$ cat src/adaptive_duplicate_frame_check_scheduler_unit_defines.svh
// ---------------------------------------------------------------------------
// Assertion macros for the duplicate frame check scheduler
// Shared concurrent assertion forms, clocked on clk and disabled in reset.
// ---------------------------------------------------------------------------
`ifndef ADAPTIVE_DUPLICATE_FRAME_CHECK_SCHEDULER_UNIT_DEFINES_SVH
`define ADAPTIVE_DUPLICATE_FRAME_CHECK_SCHEDULER_UNIT_DEFINES_SVH

// Same-cycle implication.
`define ADFCS_ASSERT_NOW(lbl, ante, cons, msg) \
  lbl: assert property (@(posedge clk) disable iff (!rst_n) (ante) |-> (cons)) \
    else $error(msg);

// Next-cycle implication.
`define ADFCS_ASSERT_NEXT(lbl, ante, cons, msg) \
  lbl: assert property (@(posedge clk) disable iff (!rst_n) (ante) |=> (cons)) \
    else $error(msg);

`endif

$ cat src/adfcs_pkg.sv
// ---------------------------------------------------------------------------
// adfcs_pkg
// Types, codes and constants shared by the duplicate frame check scheduler.
// ---------------------------------------------------------------------------
package adfcs_pkg;

  localparam int unsigned SEQ_W      = 32;
  localparam int unsigned CNT_W      = 32;
  localparam int unsigned WIN_W      = 5;
  localparam int unsigned CFG_ADDR_W = 4;
  localparam int unsigned CFG_DATA_W = 32;

  localparam logic [WIN_W-1:0] INITIAL_CHECK_FRAMES = 5'd16;
  localparam logic [WIN_W-1:0] MAX_SKIP_FRAMES      = 5'd16;

  // Frame status codes.
  localparam logic [1:0] ST_NEW  = 2'd0;
  localparam logic [1:0] ST_WAIT = 2'd1;
  localparam logic [1:0] ST_ERR  = 2'd2;

  // Detection modes.
  localparam logic [1:0] MODE_NEVER   = 2'd0;
  localparam logic [1:0] MODE_ALWAYS  = 2'd1;
  localparam logic [1:0] MODE_DYNAMIC = 2'd2;

  // Register indexes (word address).
  localparam logic [1:0] REG_DETECT_MODE  = 2'd0;
  localparam logic [1:0] REG_FORCE_DETECT = 2'd1;
  localparam logic [1:0] REG_GAME_MODE_3D = 2'd2;
  localparam logic [1:0] REG_STATS_ENABLE = 2'd3;

  typedef struct packed {
    logic [1:0] detect_mode;
    logic       force_detect;
    logic       game_mode_3d;
    logic       stats_enable;
  } cfg_t;

  typedef struct packed {
    logic [1:0]       source_status;
    logic [SEQ_W-1:0] capture_sequence;
    logic             frame_matches_previous;
    logic             store_setup_ok;
  } item_t;

  typedef struct packed {
    logic [1:0]       frame_status;
    logic             copy_to_previous;
    logic             compare_used;
    logic [CNT_W-1:0] mispredict_total;
    logic [CNT_W-1:0] frame_total;
  } result_t;

  // Length of the checking window that follows a skipping window:
  // (78 - 4*s) / 7 truncated toward zero, kept to five bits.
  function automatic logic [WIN_W-1:0] check_window_len(input logic [WIN_W-1:0] skip_len);
    logic [WIN_W-1:0] len;
    unique case (skip_len)
      5'd0:                len = 5'd11;
      5'd1, 5'd2:          len = 5'd10;
      5'd3:                len = 5'd9;
      5'd4, 5'd5:          len = 5'd8;
      5'd6, 5'd7:          len = 5'd7;
      5'd8, 5'd9:          len = 5'd6;
      5'd10:               len = 5'd5;
      5'd11, 5'd12:        len = 5'd4;
      5'd13, 5'd14:        len = 5'd3;
      5'd15, 5'd16:        len = 5'd2;
      5'd17:               len = 5'd1;
      5'd18, 5'd19, 5'd20,
      5'd21:               len = 5'd0;
      5'd22:               len = 5'd31;
      5'd23, 5'd24:        len = 5'd30;
      5'd25, 5'd26:        len = 5'd29;
      5'd27, 5'd28:        len = 5'd28;
      5'd29:               len = 5'd27;
      5'd30, 5'd31:        len = 5'd26;
    endcase
    return len;
  endfunction

endpackage

$ cat src/adfcs_cfg.sv
// ---------------------------------------------------------------------------
// adfcs_cfg
// APB-style register file holding the detection mode and override controls.
// ---------------------------------------------------------------------------
module adfcs_cfg
  import adfcs_pkg::*;
(
  input  logic                  clk,
  input  logic                  rst_n,
  input  logic                  psel,
  input  logic                  penable,
  input  logic                  pwrite,
  input  logic [CFG_ADDR_W-1:0] paddr,
  input  logic [CFG_DATA_W-1:0] pwdata,
  output logic [CFG_DATA_W-1:0] prdata,
  output logic                  pready,
  output cfg_t                  cfg
);

  cfg_t cfg_r;
  logic wr_en;

  assign wr_en  = psel && penable && pwrite;
  assign pready = 1'b1;
  assign cfg    = cfg_r;

  always_ff @(posedge clk) begin
    if (!rst_n) begin
      cfg_r.detect_mode  <= MODE_DYNAMIC;
      cfg_r.force_detect <= 1'b0;
      cfg_r.game_mode_3d <= 1'b0;
      cfg_r.stats_enable <= 1'b0;
    end else if (wr_en) begin
      unique case (paddr[3:2])
        REG_DETECT_MODE:  cfg_r.detect_mode  <= pwdata[1:0];
        REG_FORCE_DETECT: cfg_r.force_detect <= pwdata[0];
        REG_GAME_MODE_3D: cfg_r.game_mode_3d <= pwdata[0];
        REG_STATS_ENABLE: cfg_r.stats_enable <= pwdata[0];
      endcase
    end
  end

  always_comb begin
    prdata = '0;
    unique case (paddr[3:2])
      REG_DETECT_MODE:  prdata[1:0] = cfg_r.detect_mode;
      REG_FORCE_DETECT: prdata[0]   = cfg_r.force_detect;
      REG_GAME_MODE_3D: prdata[0]   = cfg_r.game_mode_3d;
      REG_STATS_ENABLE: prdata[0]   = cfg_r.stats_enable;
    endcase
  end

endmodule

$ cat src/adfcs_core.sv
// ---------------------------------------------------------------------------
// adfcs_core
// Per-frame decision logic with the schedule state and statistics counters.
// ---------------------------------------------------------------------------
`include "adaptive_duplicate_frame_check_scheduler_unit_defines.svh"

module adfcs_core
  import adfcs_pkg::*;
(
  input  logic    clk,
  input  logic    rst_n,
  input  cfg_t    cfg,
  input  logic    fire,
  input  item_t   item,
  output result_t res
);

  logic [SEQ_W-1:0] last_seq_r, last_seq_nxt;
  logic             store_valid_r, store_valid_nxt;
  logic             chk_phase_r, chk_phase_nxt;
  logic [WIN_W-1:0] rem_r, rem_nxt;
  logic [WIN_W-1:0] skip_r, skip_nxt;
  logic [CNT_W-1:0] mis_cnt_r, mis_cnt_nxt;
  logic [CNT_W-1:0] frm_cnt_r, frm_cnt_nxt;

  logic [1:0]       status;
  logic [WIN_W-1:0] rem_dec;
  logic             new_seq;
  logic             disabled;
  logic             always_check;
  logic             match;
  logic             stats;

  // Reserved status code three is folded into error.
  assign status       = item.source_status[1] ? ST_ERR : item.source_status;
  assign match        = item.frame_matches_previous;
  assign stats        = cfg.stats_enable;
  assign new_seq      = (status == ST_NEW) && (item.capture_sequence != last_seq_r);
  assign disabled     = !cfg.force_detect &&
                        (cfg.game_mode_3d || (cfg.detect_mode == MODE_NEVER));
  assign always_check = cfg.force_detect || (cfg.detect_mode == MODE_ALWAYS);
  assign rem_dec      = rem_r - 5'd1;

  always_comb begin
    last_seq_nxt    = last_seq_r;
    store_valid_nxt = store_valid_r;
    chk_phase_nxt   = chk_phase_r;
    rem_nxt         = rem_r;
    skip_nxt        = skip_r;
    mis_cnt_nxt     = mis_cnt_r;
    frm_cnt_nxt     = frm_cnt_r;

    res.frame_status     = status;
    res.copy_to_previous = 1'b0;
    res.compare_used     = 1'b0;

    // A new capture sequence restarts the schedule whatever follows.
    if (new_seq) begin
      last_seq_nxt         = item.capture_sequence;
      chk_phase_nxt        = 1'b1;
      rem_nxt              = INITIAL_CHECK_FRAMES;
      skip_nxt             = 5'd1;
      res.copy_to_previous = store_valid_r;
    end

    priority if ((status != ST_NEW) || (new_seq && store_valid_r) || disabled) begin
      // Frame is passed through as it is.
    end else if (!store_valid_r) begin
      res.frame_status = ST_NEW;
      if (item.store_setup_ok) begin
        store_valid_nxt      = 1'b1;
        res.copy_to_previous = 1'b1;
      end
    end else if (always_check) begin
      res.compare_used     = 1'b1;
      res.frame_status     = match ? ST_WAIT : ST_NEW;
      res.copy_to_previous = !match;
    end else if (chk_phase_r) begin
      res.compare_used = 1'b1;
      if (rem_dec == '0) begin
        chk_phase_nxt = 1'b0;
        rem_nxt       = skip_r;
        if (skip_r < MAX_SKIP_FRAMES) begin
          skip_nxt = skip_r + 5'd1;
        end
      end else begin
        rem_nxt = rem_dec;
      end
      if (match) begin
        // A duplicate during checking starts a fresh checking window.
        chk_phase_nxt        = 1'b1;
        rem_nxt              = INITIAL_CHECK_FRAMES;
        skip_nxt             = 5'd1;
        res.frame_status     = ST_WAIT;
        res.copy_to_previous = 1'b0;
      end else begin
        res.frame_status     = ST_NEW;
        res.copy_to_previous = (rem_dec != '0) || stats;
      end
    end else begin
      res.frame_status = ST_NEW;
      if (rem_dec == '0) begin
        chk_phase_nxt        = 1'b1;
        rem_nxt              = check_window_len(skip_r);
        res.copy_to_previous = !stats;
      end else begin
        rem_nxt = rem_dec;
      end
      if (stats) begin
        res.compare_used = 1'b1;
        if (match) begin
          mis_cnt_nxt = mis_cnt_r + 32'd1;
        end else begin
          res.copy_to_previous = 1'b1;
        end
        frm_cnt_nxt = frm_cnt_r + 32'd1;
      end
    end

    res.mispredict_total = mis_cnt_nxt;
    res.frame_total      = frm_cnt_nxt;
  end

  always_ff @(posedge clk) begin
    if (!rst_n) begin
      last_seq_r    <= '0;
      store_valid_r <= 1'b0;
      chk_phase_r   <= 1'b0;
      rem_r         <= INITIAL_CHECK_FRAMES;
      skip_r        <= 5'd1;
      mis_cnt_r     <= '0;
      frm_cnt_r     <= '0;
    end else if (fire) begin
      last_seq_r    <= last_seq_nxt;
      store_valid_r <= store_valid_nxt;
      chk_phase_r   <= chk_phase_nxt;
      rem_r         <= rem_nxt;
      skip_r        <= skip_nxt;
      mis_cnt_r     <= mis_cnt_nxt;
      frm_cnt_r     <= frm_cnt_nxt;
    end
  end

  `ADFCS_ASSERT_NOW(a_rem_nonzero, 1'b1, rem_r != '0, "window counter reached zero")
  `ADFCS_ASSERT_NOW(a_skip_range, 1'b1, (skip_r != '0) && (skip_r <= MAX_SKIP_FRAMES), "skip length out of range")
  `ADFCS_ASSERT_NOW(a_cmp_needs_store, fire && res.compare_used, store_valid_r, "compare without a stored frame")
  `ADFCS_ASSERT_NOW(a_copy_is_new, fire && res.copy_to_previous, res.frame_status == ST_NEW, "copy on a frame that is not new")

endmodule

$ cat src/adaptive_duplicate_frame_check_scheduler_unit.sv
// Path: a transaction accepted into the input register is decided by the core and shows
// at the output once it has been loaded into the result register.
// Throughput: one frame event per cycle; the decision and state update fit in one stage.
// Output stalls back up through the input register to in_ready.
// Reset (rst_n low, synchronous) empties both stages, clears the schedule and counters,
// and loads the register defaults; no clearing pass is needed.
// ---------------------------------------------------------------------------
// adaptive_duplicate_frame_check_scheduler_unit
// Top level: input register, decision core, result register and APB registers.
// ---------------------------------------------------------------------------
`include "adaptive_duplicate_frame_check_scheduler_unit_defines.svh"

module adaptive_duplicate_frame_check_scheduler_unit
  import adfcs_pkg::*;
(
  input  logic                  clk,
  input  logic                  rst_n,
  input  logic                  in_valid,
  output logic                  in_ready,
  input  logic [1:0]            in_source_status,
  input  logic [SEQ_W-1:0]      in_capture_sequence,
  input  logic                  in_frame_matches_previous,
  input  logic                  in_store_setup_ok,
  output logic                  out_valid,
  input  logic                  out_ready,
  output logic [1:0]            out_frame_status,
  output logic                  out_copy_to_previous,
  output logic                  out_compare_used,
  output logic [CNT_W-1:0]      out_mispredict_total,
  output logic [CNT_W-1:0]      out_frame_total,
  input  logic                  psel,
  input  logic                  penable,
  input  logic                  pwrite,
  input  logic [CFG_ADDR_W-1:0] paddr,
  input  logic [CFG_DATA_W-1:0] pwdata,
  output logic [CFG_DATA_W-1:0] prdata,
  output logic                  pready
);

  cfg_t    cfg;
  item_t   s1_item_r;
  logic    s1_vld_r;
  logic    s1_adv;
  logic    in_fire;
  result_t res;
  result_t out_res_r;
  logic    out_vld_r;

  assign s1_adv   = s1_vld_r && (!out_vld_r || out_ready);
  assign in_ready = !s1_vld_r || s1_adv;
  assign in_fire  = in_valid && in_ready;

  adfcs_cfg u_cfg (
    .clk     (clk),
    .rst_n   (rst_n),
    .psel    (psel),
    .penable (penable),
    .pwrite  (pwrite),
    .paddr   (paddr),
    .pwdata  (pwdata),
    .prdata  (prdata),
    .pready  (pready),
    .cfg     (cfg)
  );

  always_ff @(posedge clk) begin
    if (!rst_n) begin
      s1_vld_r <= 1'b0;
    end else if (in_fire) begin
      s1_vld_r <= 1'b1;
    end else if (s1_adv) begin
      s1_vld_r <= 1'b0;
    end
  end

  always_ff @(posedge clk) begin
    if (in_fire) begin
      s1_item_r.source_status          <= in_source_status;
      s1_item_r.capture_sequence       <= in_capture_sequence;
      s1_item_r.frame_matches_previous <= in_frame_matches_previous;
      s1_item_r.store_setup_ok         <= in_store_setup_ok;
    end
  end

  adfcs_core u_core (
    .clk   (clk),
    .rst_n (rst_n),
    .cfg   (cfg),
    .fire  (s1_adv),
    .item  (s1_item_r),
    .res   (res)
  );

  always_ff @(posedge clk) begin
    if (!rst_n) begin
      out_vld_r <= 1'b0;
    end else if (s1_adv) begin
      out_vld_r <= 1'b1;
    end else if (out_ready) begin
      out_vld_r <= 1'b0;
    end
  end

  always_ff @(posedge clk) begin
    if (s1_adv) begin
      out_res_r <= res;
    end
  end

  assign out_valid            = out_vld_r;
  assign out_frame_status     = out_res_r.frame_status;
  assign out_copy_to_previous = out_res_r.copy_to_previous;
  assign out_compare_used     = out_res_r.compare_used;
  assign out_mispredict_total = out_res_r.mispredict_total;
  assign out_frame_total      = out_res_r.frame_total;

  `ADFCS_ASSERT_NEXT(a_s1_holds, s1_vld_r && !s1_adv, s1_vld_r, "stalled input lost")
  `ADFCS_ASSERT_NOW(a_no_overrun, in_fire && s1_vld_r, s1_adv, "input stage overwritten")

endmodule

$ cat config.mk
export PLATFORM = sky130hd
export DESIGN_NAME = adaptive_duplicate_frame_check_scheduler_unit
export DESIGN_NICKNAME = d
export VERILOG_FILES = /design/src/adfcs_pkg.sv /design/src/adfcs_cfg.sv /design/src/adfcs_core.sv /design/src/adaptive_duplicate_frame_check_scheduler_unit.sv
export VERILOG_INCLUDE_DIRS = /design/src /design/src/src
export SDC_FILE = /design/constraint.sdc
export NUM_CORES = 1
export LEC_CHECK = 0
export ABC_CLOCK_PERIOD_IN_PS = 7700
export BUFFER_PORTS_ARGS = -buffer_cell sky130_fd_sc_hd__buf_2
export CELL_PAD_IN_SITES_DETAIL_PLACEMENT = 1
export CELL_PAD_IN_SITES_GLOBAL_PLACEMENT = 1
export CORE_MARGIN = 2
export CORE_UTILIZATION = 49
export CTS_BUF_LIST = sky130_fd_sc_hd__clkbuf_2
export DETAILED_ROUTE_END_ITERATION = 10
export GPL_ROUTABILITY_DRIVEN = 0
export PLACE_DENSITY_LB_ADDON = 0.08
export SYNTH_ARGS = -nofsm -noshare
export SYNTH_HDL_FRONTEND = slang
export SYNTH_SLANG_ARGS = --single-unit
export TNS_END_PERCENT = 20
$ cat constraint.sdc
create_clock -name clk -period 7.7 [get_ports clk]
set_input_delay 1.155 -clock clk [delete_from_list [all_inputs] [get_ports clk]]
set_output_delay 1.155 -clock clk [all_outputs]
set_load 0.05 [all_outputs]
==> metrics.md, run 1 <==
| Metric | Value |
|---|---|
| Commonest cells in the netlist | nor2_1, dfxtp_1, edfxtp_1, xnor2_1, nand2_1 |
| Vias in the first global route | approximately 8k |
| Total Die Area | ~23,000 um^2 |
| Core region area | 21,020 um^2 |
| Most common cell in the netlist | nor2_1 |
| Placed cell area | 11,170 um^2 |
| Mapped Avg Cell Area | slightly above 10 um^2 |
| First-pass GRT wire length | about 41,000 um |
| Synthesized cell area | between 10,000 and 15,000 um^2 |
| WL/cell | ~17 um |
| Die Wd | 150.3 um |
| Synthesized instance count | around 1.0k |
| Initial antenna violation count | 1 |
| Crit Path Max Fanout | 40 |
| Vias per Instance | roughly 5.3 |
| Area grow syn2layout | 11.79% |
| Unique masters post-synth | 66 |
| Fin util | 0.5576 |
| Critical path class | primary input to register |
| Die height | around 150 um |
| Switching power total | 665.4 uW |
| Unrepaired setup endpoints after global routing | false |
| Ranking of synthesized cells by area | edfxtp_1, dfxtp_1, xnor2_1 |
| Post-synth EDFFs | around 100 |
| DRC viols | 0 |
| Setup WS pre-CTS | about 2.6 ns |
| CTS tree | yes |
| Area share of the largest cell type after synthesis | 0.2979 |
| Worst EP arrival | 4.98 ns |
| Std-Cell Rows | 53 |
| Switching part of the total | 0.2847 |
| Setup Viol. Count Final | 0 |
| Clock skew | about 0.031 ns |
| Crit path time final | between 4 and 5 ns |
| Dpl hpwl | 16,900 um |
| Max rail drop VDD | around 0.00011 V |
| Worst Tran Pin Value | 0.9743 ns |
| Reg power frac | 0.555 |
| Clk root buf | clkbuf_2 |
| GRT Total Usage | 0.2242 |
| Cts bufs inserted | 57 |
| Pint | between 1.5 and 2 mW |
| Detailed router's first-iteration violation count | ~390 |
| Clk pwr share | 0.359 |
| Comb pwr share | 0.086 |
| Worst Setup Slack, final | between 3 and 4 ns |
| Rel. slew slack | 0.3485 |
| Sinks on Clock Net | 224 |
| Yosys warns | 0 |
| Layout cell share with drive strength beyond 1 | 0.2056 |
| Fin. Hold Viols | 0 |
| Outcome | finished, final reports clean |
| Post-synthesis async set-or-reset flop share | 0 |
| Setup Total Neg Slack | 0 ns |
| H-tree level count | 2 |
| Worst skew pair latency | roughly 0.84 ns |
| Via count | 7,902 |
| Largest net degree at the start of global routing | 85 |
| Fin nets | 1,246 |
| Port Buffer Count | between 100 and 150 |
| Most used DFF post-synth | dfxtp_1 |
| Max Freq | approximately 0.24 GHz |
| Maxcap violations | 0 |
| Worst hold path class | primary input to register |
| # Post-CTS Setup Buffers | 0 |
| Final instance area | between 10,000 and 15,000 um^2 |
| CTS Hold Buffers Added | 0 |
| Final wirelength | approximately 25,000 um |
| Max-slew violations | 0 |
| Top-level I/O count | 182 |
| Post-synthesis register bit count | roughly 220 |
| Post-CTS resize count | 0 |
| Drt first pass iters | 5 |
| Worst-path clk slew | between 0.1 and 0.15 ns |
| Starting Density | 0.4988 |
| Pleak | about 4.3 nW |
| Pwr dens | 199.4 nW/um^2 |
| Reg2reg setup slack | around 3.6 ns |
| Crit path launch type | primary input |
| Post-synthesis sequential area ratio | 0.5270 |
| Longest Clk Path Bufs | 3 |
| Synth area leader | edfxtp_1 |
| Grt total ovfl | 0 |
| Crit end category | register |
| CP Data Required Time | roughly 8.5 ns |
| Fin crit share | 0.5480 |
| Routed Antenna Nets | 0 |
-- path summary, 6_finish.rpt --
path	start	to	cells past startpoint
worst min register to register	u_cfg.cfg[3]$_SDFFE_PN0P_	u_cfg.cfg[3]$_SDFFE_PN0P_	2
worst min-delay path	in_capture_sequence[21]	s1_item_r[23]$_DFFE_PP_	1
worst max register to register	s1_item_r[27]$_DFFE_PP_	out_frame_total[26]$_DFFE_PP_	8
worst max-delay path	out_ready	register	15
-- sequential cells by signal, indices dropped and copies added (netlist names), named ones only --
register and count:
out_copy_to_previous 1, out_valid 1, u_core.chk_phase_r 1, u_core.last_seq_r 32, u_cfg.cfg 5, u_core.rem_r 5
out_compare_used 1, s1_vld_r 1, u_core.frm_cnt_r 32, u_core.skip_r 5, out_frame_status 2, out_mispredict_total 32
u_core.mis_cnt_r 32, u_core.store_valid_r 1, s1_item_r 36, out_frame_total 32
-- area by class of cell --
| type | instances | area, um^2 |
|---|---|---|
| Inverter | 23 | 87.58 |
| Clock buffer | 93 | 465.4 |
| Timing Repair Buffer | 124 | 635.6 |
| Multi-Input combinational cell | 729 | 4578 |
| Fill cell | 2495 | 9300 |
| Sequential cell | 224 | 5525 |
| Tap cell | 275 | 344.1 |
| Clock inverter | 13 | 82.58 |
| Antenna cell | 1 | 2.502 |
-- cells in the final DEF, fill, tap and decap left out, types with 3 or more instances in the layout --
cell,synthesis,routed
or4_1,3,3
clkinv_2,0,4
nor4_1,20,20
nand2b_1,8,8
nor3b_1,4,4
o211ai_1,4,4
nand4_1,26,26
buf_4,31,6
nor4b_1,3,3
nor3_1,40,40
edfxtp_1,104,104
o31ai_1,4,4
nand3_1,33,33
nand2_1,70,70
inv_1,23,21
and2_1,9,9
xnor2_1,103,103
a21oi_1,35,34
nor2b_1,4,4
and4_1,3,3
a211oi_1,3,3
a31oi_1,3,3
nor2_1,138,138
mux2i_1,42,42
o21ai_0,21,21
or3_1,17,17
buf_2,5,118
and3_1,13,13
conb_1,2,31
or2_2,4,4
or4_4,3,3
dfxtp_1,120,120
xor2_1,38,38
clkbuf_2,0,93
clkinv_1,0,8
ha_1,8,8
-- per-stage QoR --
stage                     std cells  power, mW  hold slack, ns
after floorplan                1050      1.488          0.4584
after global placement         1375      1.522          0.4725
after detailed placement       1375      1.526          0.4932
after CTS                      1481      2.378          0.3880
after global routing           1482      2.451          0.4008
final                          1482      2.337          0.4854
-- critical path, stage by stage --
cell and delay (ns):
buf_2 0.10, nand2b_1 0.17, nand2_1 0.08, buf_4 0.38
clkinv_2 0.62, nand2_1 0.33, a21oi_4 0.04, buf_4 0.32
nor3_1 0.46, nand2_1 0.19, ha_1 0.42, nor4b_1 0.24
nand3_1 0.11, o211ai_1 0.12, a2bb2oi_1 0.20
-- power by group through the flow --
stage               registers (mW)  logic (mW)  clock network, mW
floorplan                     1.38       0.103                  0
global placement              1.32       0.199                  0
detailed placement            1.32       0.202                  0
CTS                           1.30       0.202              0.878
global route                  1.30       0.214              0.935
finish                        1.30       0.200              0.840
-- per-layer routing --
metal	GRT usage	share of wire
met5	0	0
met1	0.2965	0.45
met3	0.03939	0.044
met4	0.06792	0.021
met2	0.3761	0.48
-- kinds of logic after synthesis --
logic type / after synthesis / synth area share
other: 2 / 0.0007163
xor gates and xnor gates: 143 / 0.1209
DFF: 224 / 0.5270
and+or+nand+nor: 412 / 0.1973
adders and majority gates: 8 / 0.009547
buffers and inverters: 97 / 0.04785
muxes: 45 / 0.04439
AOI/OAI and AO/OA: 90 / 0.05239
Note: power is estimated with default switching activity, not from simulation.
==> inputs of run 2 (changes only) <==
--- a/config.mk
+++ b/config.mk
@@ -6,12 +6,12 @@
 export SDC_FILE = /design/constraint.sdc
 export NUM_CORES = 1
 export LEC_CHECK = 0
-export ABC_CLOCK_PERIOD_IN_PS = 7700
+export ABC_CLOCK_PERIOD_IN_PS = 3540
 export BUFFER_PORTS_ARGS = -buffer_cell sky130_fd_sc_hd__buf_2
 export CELL_PAD_IN_SITES_DETAIL_PLACEMENT = 1
 export CELL_PAD_IN_SITES_GLOBAL_PLACEMENT = 1
 export CORE_MARGIN = 2
-export CORE_UTILIZATION = 49
+export CORE_UTILIZATION = 41
 export CTS_BUF_LIST = sky130_fd_sc_hd__clkbuf_2
 export DETAILED_ROUTE_END_ITERATION = 10
 export GPL_ROUTABILITY_DRIVEN = 0
==> constraint.sdc (replaced) <==
create_clock -name clk -period 3.54 [get_ports clk]
set_input_delay 0.531 -clock clk [delete_from_list [all_inputs] [get_ports clk]]
set_output_delay 0.531 -clock clk [all_outputs]
set_load 0.05 [all_outputs]
==> metrics.md, run 2 (synthesized netlist as in run 1, its figures left out) <==
| Metric | Value |
|---|---|
| Crit path time final | ~3.2 ns |
| Initial antenna violation count | 2 (was 1) |
| Worst Tran Pin Value | 0.9338 ns (was 0.9743 ns) |
| Vias per Instance | 5.010 (was 5.332) |
| Max-slew violations | 0 (unchanged) |
| Cts bufs inserted | 59 (was 57) |
| Setup Total Neg Slack | 0 ns (unchanged) |
| Via count | 8,051 (was 7,902) |
| Pint | 3.615 mW (was 1.672 mW) |
| Port Buffer Count | 118 (unchanged) |
| Critical path class | register to register (was primary input to register) |
| Max Freq | around 0.31 GHz |
| Worst path max stage delay | 0.44 ns (was 0.62 ns) |
| CP delay by family, top | simple AND/OR/NAND/NOR gates (unchanged) |
| Unrepaired setup endpoints after global routing | false (unchanged) |
| Worst Setup Slack, final | 0.3386 ns (was 3.481 ns) |
| Area grow syn2layout | 18.37% (was 11.79%) |
| Worst skew pair latency | 0.87 ns (was 0.84 ns) |
| Crit path cell chain | inv_1 -> ha_1 -> nor2b_1 -> a32oi_1 -> nor3_2 -> mux2i_1 -> nor3_1 -> nand2_1 -> ha_1 -> nor4b_1 -> nand3_1 -> o211ai_1 -> a2bb2oi_1 (was buf_2 -> nand2b_1 -> nand2_1 -> buf_4 -> clkinv_2 -> nand2_1 -> a21oi_4 -> buf_4 -> nor3_1 -> nand2_1 -> ha_1 -> nor4b_1 -> nand3_1 -> o211ai_1 -> a2bb2oi_1) |
| Fin nets | 1,312 (was 1,246) |
| Longest Clk Path Bufs | 3 (unchanged) |
| Pleak | 4.562 nW (was 4.275 nW) |
| Reg2Reg Depth | 13 (was 8) |
| Comb pwr share | 0.095 (was 0.086) |
| Grt total ovfl | 0 (unchanged) |
| Worst-path clk slew | 0.10 ns (was 0.11 ns) |
| Commonest non-fill, non-tap cell in the layout | nor2_1 (unchanged) |
| Max reg flops | 36 (unchanged) |
| Pwr Total | 5.108 mW (was 2.337 mW) |
| H-tree level count | 2 (unchanged) |
| Vias in the first global route | 8,280 (was 8,171) |
| Worst hold path class | primary input to register (unchanged) |
| Max rail drop VDD | 0.0002218 V (was 0.0001065 V) |
| Die Wd | 163.9 um (was 150.3 um) |
| Drt first pass iters | 4 (was 5) |
| Dpl hpwl | 16,870 um (was 16,900 um) |
| GRT Total Usage | 0.1972 (was 0.2242) |
| CP Data Required Time | 4.25 ns (was 8.46 ns) |
| WHS | 0.1069 ns (was 0.4854 ns) |
| Pwr dens | 411.6 nW/um^2 (was 199.4 nW/um^2) |
| Worst Hold Depth | 4 (was 1) |
| Final instance area | 12,410 um^2 (was 11,720 um^2) |
| CTS tree | yes (unchanged) |
| Detailed router's first-iteration violation count | 363 (was 385) |
| Sinks on Clock Net | 224 (unchanged) |
| Largest net degree at the start of global routing | 101 (was 85) |
| Outcome | finished, final reports clean (unchanged) |
| Clk pwr share | 0.353 (was 0.359) |
| Setup Viol. Count Final | 0 (unchanged) |
| Layout cell share with drive strength beyond 1 | 0.2141 (was 0.2056) |
| Crit end category | register (unchanged) |
| Clk root buf | clkbuf_2 (unchanged) |
| Top reg by flops | s1_item_r (unchanged) |
| Worst EP arrival | 3.91 ns (was 4.98 ns) |
| Most frequent cells in the layout | nor2_1, dfxtp_1, buf_2, edfxtp_1, xnor2_1 (unchanged) |
| # Post-CTS Setup Buffers | 0 (unchanged) |
| WL/cell | 16.13 um (was 16.64 um) |
| Std-Cell Rows | 58 (was 53) |
| Maxcap violations | 0 (unchanged) |
| Switching part of the total | 0.2923 (was 0.2847) |
| Top-level I/O count | 182 (unchanged) |
| WP buf/inv | 1 (was 4) |
| Crit path launch type | register (was primary input) |
| Slowest-stage cell, CP | dfxtp_1 (was clkinv_2) |
| Fin crit share | 0.9044 |
| Core region area | 25,110 um^2 (was 21,020 um^2) |
| Levels on crit path | 13 (was 15) |
| Total Die Area | 26,870 um^2 (was 22,580 um^2) |
| Die height | 163.9 um (was 150.3 um) |
| Crit Path Max Fanout | 7 (was 40) |
| Final wirelength | 25,920 um (was 24,670 um) |
| Clock skew | 0.08551 ns (was 0.03108 ns) |
| Fin. Hold Viols | 0 (unchanged) |
| First-pass GRT wire length | 42,090 um (was 40,650 um) |
| Setup WS pre-CTS | 0.2963 ns (was 2.558 ns) |
| Starting Density | 0.4176 (was 0.4988) |
| Switching power total | 1.493 mW (was 665.4 uW) |
| Placed cell area | 11,400 um^2 (was 11,170 um^2) |
| DRC viols | 0 (unchanged) |
| Rel. slew slack | 0.3775 (was 0.3485) |
| Most used cell, CP | ha_1 (was nand2_1) |
| Reg power frac | 0.551 (was 0.555) |
| Routed Antenna Nets | 0 (unchanged) |
run 2: changes by cell type in the layout (fill, tap and decap cells not counted), sizes merged:
cell | previous run | this run
clkinv | 12 | 18
dlygate4sd3 | 0 | 45
diode | 1 | 2
bufinv | 1 | 0
buf | 124 | 143
run 2: through the flow:
| stage | std cells | util |
|---|---|---|
| finish | 1607 | 0.4943 |
| global route | 1606 | 0.4942 |
| CTS | 1605 | 0.4937 |
| detailed placement | 1449 | 0.4539 |
| global placement | 1449 | 0.4539 |
| floorplan | 1050 | - |
run 2: final cells by class:
class / instances / area [um^2]
Fill cell: 2938 / 12700
Clock buffer: 93 / 465.4
Multi-Input combinational cell: 729 / 4589
Timing Repair Buffer: 188 / 1241
Inverter: 23 / 87.58
Clock inverter: 18 / 83.83
Sequential cell: 224 / 5525
Antenna cell: 2 / 5.005
Tap cell: 330 / 412.9
run 2: power by group through the flow:
stage               clock, mW  combinational [mW]  sequential [mW]
floorplan                   0               0.224             3.01
global placement            0               0.445             2.87
detailed placement          0               0.450             2.88
CTS                      1.90               0.488             2.82
global route             2.03               0.518             2.83
finish                   1.81               0.486             2.82
run 2: worst register-to-register path: stages, from the launching register on:
cell,delay (ns)
dfxtp_1,0.44
inv_1,0.07
ha_1,0.23
nor2b_1,0.16
a32oi_1,0.40
nor3_2,0.11
mux2i_1,0.17
nor3_1,0.25
nand2_1,0.18
ha_1,0.39
nor4b_1,0.27
nand3_1,0.13
o211ai_1,0.12
a2bb2oi_1,0.20
run 2: path summary, 6_finish.rpt:
kind	from	endpoint	slack (ns)
setup reg to reg	u_core.rem_r[0]$_SDFFE_PN0P_	register	0.34
setup / recovery	u_core.rem_r[0]$_SDFFE_PN0P_	register	0.34
hold / removal	paddr[2]	u_cfg.cfg[1]$_SDFFE_PN0P_	0.11
hold reg to reg	u_core.mis_cnt_r[31]$_SDFFE_PN0P_	u_core.mis_cnt_r[31]$_SDFFE_PN0P_	0.50
run 2: what timing repair did:
| action | CTS | global route |
|---|---|---|
| hold buffers | 45 | 0 |
| hold endpoints to repair | 44 | 0 |
| endpoints found under the setup margin | 0 | 1 |
| resized for setup | 0 | 2 |
run 2: metal layers:
| layer | share of wire | GRT usage | vias up |
|---|---|---|---|
| met2 | 0.47 | 0.3241 | 155 |
| met4 | 0.021 | 0.06419 | 0 |
| li1 | - | - | 3962 |
| met5 | 0 | 0 | - |
| met1 | 0.46 | 0.2570 | 3882 |
| met3 | 0.048 | 0.04596 | 52 |
